==> src/sv/ssp_pkg.sv <==
`timescale 1ns / 1ps

package ssp_pkg;

  localparam int NODE_W   = 10;
  localparam int CFG_W    = 11;
  localparam int WEIGHT_W = 16;
  localparam int DIST_W   = 32;

  typedef enum logic [1:0] {
    MODE_CLEAR = 2'd0,
    MODE_ADD   = 2'd1,
    MODE_RUN   = 2'd2,
    MODE_READ  = 2'd3
  } mode_t;

  typedef enum logic {
    KIND_RUN  = 1'b0,
    KIND_READ = 1'b1
  } kind_t;

  typedef struct packed {
    logic [1:0]                 mode;
    logic [NODE_W-1:0]          src_node;
    logic [NODE_W-1:0]          dst_node;
    logic signed [WEIGHT_W-1:0] weight;
  } item_t;

  typedef struct packed {
    logic                     kind;
    logic                     negative_cycle;
    logic                     edges_dropped;
    logic [NODE_W-1:0]        node_index;
    logic                     reachable;
    logic signed [DIST_W-1:0] distance;
  } result_t;

  typedef struct packed {
    logic                     reach;
    logic signed [DIST_W-1:0] value;
  } dist_t;

  typedef struct packed {
    logic                     relax;
    logic signed [DIST_W-1:0] cand;
  } relax_t;

endpackage

==> src/sv/ssp_relax.sv <==
`timescale 1ns / 1ps

module ssp_relax #(
  parameter int WB = 16
) (
  input  logic                  clk,
  input  ssp_pkg::dist_t        tail_dist,
  input  ssp_pkg::dist_t        head_dist,
  input  logic signed [WB-1:0]  weight,
  output ssp_pkg::relax_t       res
);

  localparam int DW = ssp_pkg::DIST_W;
  localparam int SW = DW + 2;
  localparam logic signed [DW-1:0] DHI = {1'b0, {(DW-1){1'b1}}};
  localparam logic signed [DW-1:0] DLO = {1'b1, {(DW-1){1'b0}}};

  logic signed [SW-1:0] tail_ext;
  logic signed [SW-1:0] w_ext;
  logic signed [SW-1:0] sum;
  logic signed [DW-1:0] cand;

  always_comb begin
    tail_ext = SW'(tail_dist.value);
    w_ext    = SW'(weight);
    sum      = tail_ext + w_ext;
    if (sum > SW'(DHI)) begin
      cand = DHI;
    end else if (sum < SW'(DLO)) begin
      cand = DLO;
    end else begin
      cand = DW'(sum);
    end
  end

  always_ff @(posedge clk) begin
    res.cand  <= cand;
    res.relax <= !head_dist.reach || (cand < head_dist.value);
  end

endmodule

==> config.mk <==
export PLATFORM = sky130hd
export DESIGN_NAME = ssp_relax
export DESIGN_NICKNAME = d
export VERILOG_FILES = /design/src/sv/ssp_pkg.sv /design/src/sv/ssp_relax.sv
export SDC_FILE = /design/constraint.sdc
export NUM_CORES = 1
export LEC_CHECK = 0
export ABC_CLOCK_PERIOD_IN_PS = 5250
export BUFFER_PORTS_ARGS = -buffer_cell sky130_fd_sc_hd__buf_2
export CAP_MARGIN = 15
export CORE_MARGIN = 4
export CORE_UTILIZATION = 52
export CTS_CLUSTER_DIAMETER = 50
export DETAILED_ROUTE_END_ITERATION = 8
export HOLD_SLACK_MARGIN = 0.12
export PLACE_DENSITY = 0.84
export SYNTH_ARGS = -nofsm -noshare
export SYNTH_HDL_FRONTEND = slang
export SYNTH_SLANG_ARGS = --single-unit
==> constraint.sdc <==
create_clock -name clk -period 5.25 [get_ports clk]
set_input_delay 0 -clock clk [delete_from_list [all_inputs] [get_ports clk]]
set_output_delay 0 -clock clk [all_outputs]
set_load 0.05 [all_outputs]
==> results.yml <==
logic_synthesis:
  synthArstFlopShare_pct: 0
  synth_nets: 582
  synth-seq-area-share_pct: 18.4
  synthFlopType: "dfxtp_1"
  yosysTopAreaCell: "ha_1"
  syn_area_mm2: 0.00358
  synth_top_area_share_pct: 22.0
  synth.distinct_cells: 62
  synth_edf_count: 0
  synth_warnings: 0
  avgSynthCellArea_um2: 8.23
  synth-seq-cells: 33
  synth_area_leaders: "ha_1 22%, dfxtp_1 18%, a21oi_1 5.9%"
  syn_inst: 435
power:
  finalPower_mw: 1.45
  leakagePower_nw: 2.17
  p_per_area_mw_per_mm2: 338
  max-vdd-ir-drop_mv: 0.133
timing:
  setup-violations-final: 0
  slew_viol_final: 0
  slew_headroom_pct: 65.5
  tns_ps: 0
  fin_crit_ps: 4690
  tightestPinTransition_ps: 505
  finalCritPeriodShare_pct: 89.3
  hold_viol: 0
  rsz0062_at_grt: "false"
  fmax_mhz: 213
critical_path:
  max_stage_delay_ps: 470
  crit_path_frequent_cell: "a21oi_1"
  cp.arrival_ps: 4830
  cp.required_ps: 5390
  worstPathMaxFanout: 25
  worstSetupStartpointType: "primary input"
  cp_slowest_cell: "a2111oi_0"
  endpoint_kind: "register"
  path_cells: "buf_2 > ha_1 > inv_1 > fa_1 > nand2b_1 > a21oi_1 > o21bai_1 > a21o_1 > a31oi_2 > a2bb2oi_2 > nand2_4 > a21oi_1 > ha_1 > nand2_1 > nor4_1 > a2111oi_0 > a31oi_1 > a211o_1 > a21oi_1 > mux2i_1 > a211oi_1"
  critPathKind: "in -> reg"
route:
  route.detailed.drc: 0
  viasPerCell: 5.82
  drtAntennaViolNets: 0
  vias: 3649
  wl_um: 9700
  wl_per_cell_um: 15.5
  first_iter_violations: 209
  dr.pass1.iters: 4
grt:
  grt-ovfl-total: 0
  grt_pass1_vias: 3639
  grt_pass1_wl_um: 16100
  grt_usage_pct: 22.7
  grt_start_max_net_pins: 26
  antenna_found_initial: 0
finish:
  drive_gt1_share_pct: 27.5
  stdcell_area_mm2: 0.00429
  final_util_pct: 65.6
  fin_cells: 627
  final_nets: 696
  largest_reg_flops: 33
  layout_commonest_cell: "buf_2"
  reg_top3: "res: 33 flops"
  diodes: 0
  layout_common_cells: "114 x buf_2, 63 x ha_1, 47 x inv_1"
  syn_to_final_growth_pct: 19.6
  fillers: 580
  largest_register: "res"
cts:
  cts_tree: "built"
  cts_buffers: 5
  clkSinkCount: 33
  cts_setup_buffers: 0
  clk_pin_slew_ps: 60
  post_cts_resized: 0
  cts-root-buf: "clkbuf_8"
  htreeDepth: 2
  cts_buffer_depth: 2
floorplanning:
  io_pins: 116
  core_mm2: 0.00653
  die_y_um: 91
  floorplan.die.width_um: 91
  dieArea_mm2: 0.00828
  start_util_pct: 54.8
  placementRows: 29
run:
  maxCapViolations: 0
place:
  post-place-cells: 618
  hpwl_um: 8130
  portBuffers: 114
  gp_congestion: 0.864
  postPlaceCellArea_mm2: 0.00419
hold_path:
  min_path_type: "in -> reg"
run_status:
  status: "finished, final reports clean"
==> path summary, 6_finish.rpt <==
kind                startpoint         endpoint  slack (ps)  depth (start not counted)
setup / recovery  tail_dist[0]  res[32]$_DFF_P_         560                         21
hold / removal    head_dist[0]  res[32]$_DFF_P_         180                          4
==> synth_stat cells, types with 2 or more instances <==
library cell  count
nor4_1            4
and4_1            3
clkbuf_1          2
nand3_1           6
a221oi_1          2
xor2_1           12
mux2i_1           2
o21bai_1          6
a211o_1           2
nor2_1           25
maj3_1            4
a22oi_1           2
a21o_1           18
o21ai_2          14
ha_1             63
and3_1            2
a2111oi_0         3
and2_1            4
o21ai_0          24
o21a_1            6
nand4_1          10
buf_6             3
a31oi_1           4
nand2b_1          3
a21oi_1          42
xnor2_1          15
nand3b_1          2
nand2_1          26
o211ai_1          7
a211oi_1          4
inv_1            47
buf_2             2
dfxtp_1          33
or3_1             2
nor3_1            4
==> metrics by stage <==
step	setup WS [ps]	hold WS, ps
6_report	561	179
5_1_grt	289	187
4_1_cts	653	174
3_5_place_dp	418	373
3_3_place_gp	732	370
2_1_floorplan	1290	236
==> final cells by class <==
type	count	area [um2]	area share, %
clock buffer	6	72.6	1.69
clock inverter	2	10.0	0.234
inverter	47	176	4.12
multi-input combinational	346	2680	62.6
sequential	33	661	15.4
tap	77	96.3	2.25
timing repair buffer	116	588	13.7
==> repair_timing <==
| action | in CTS | in global routing |
|---|---|---|
| hold buffers | 1 | 0 |
| setup endpoints to repair | 0 | 0 |
| hold endpoints to repair | 1 | 0 |
==> cell families after synthesis <==
kind of cell               synth area share (%)
muxes                                     0.559
DFF                                        18.4
AOI/OAI and AO/OA                          29.4
buffers and inverters                      6.71
adders and majority gates                  23.7
and+or+nand+nor                            13.9
xor gates and xnor gates                   7.37
==> report_power, final <==
part	switching (mW)	internal, mW
Clock	0.0941	0.0919
Combinational	0.632	0.288
Sequential	0.0163	0.326
==> critical path, delay by kind of cell <==
kind	cells	cell delay, ps
muxes	1	210
buffers and inverters	2	150
AOI/OAI and AO/OA	11	2860
adders and majority gates	3	920
and+or+nand+nor	4	680
==> metal layers <==
metal,GRT usage [%],part of all wire (%)
met5,0,0
met4,5.15,1.0
met3,2.40,5.2
met2,41.1,49
met1,28.9,44
(Power assumes the default switching activity.)
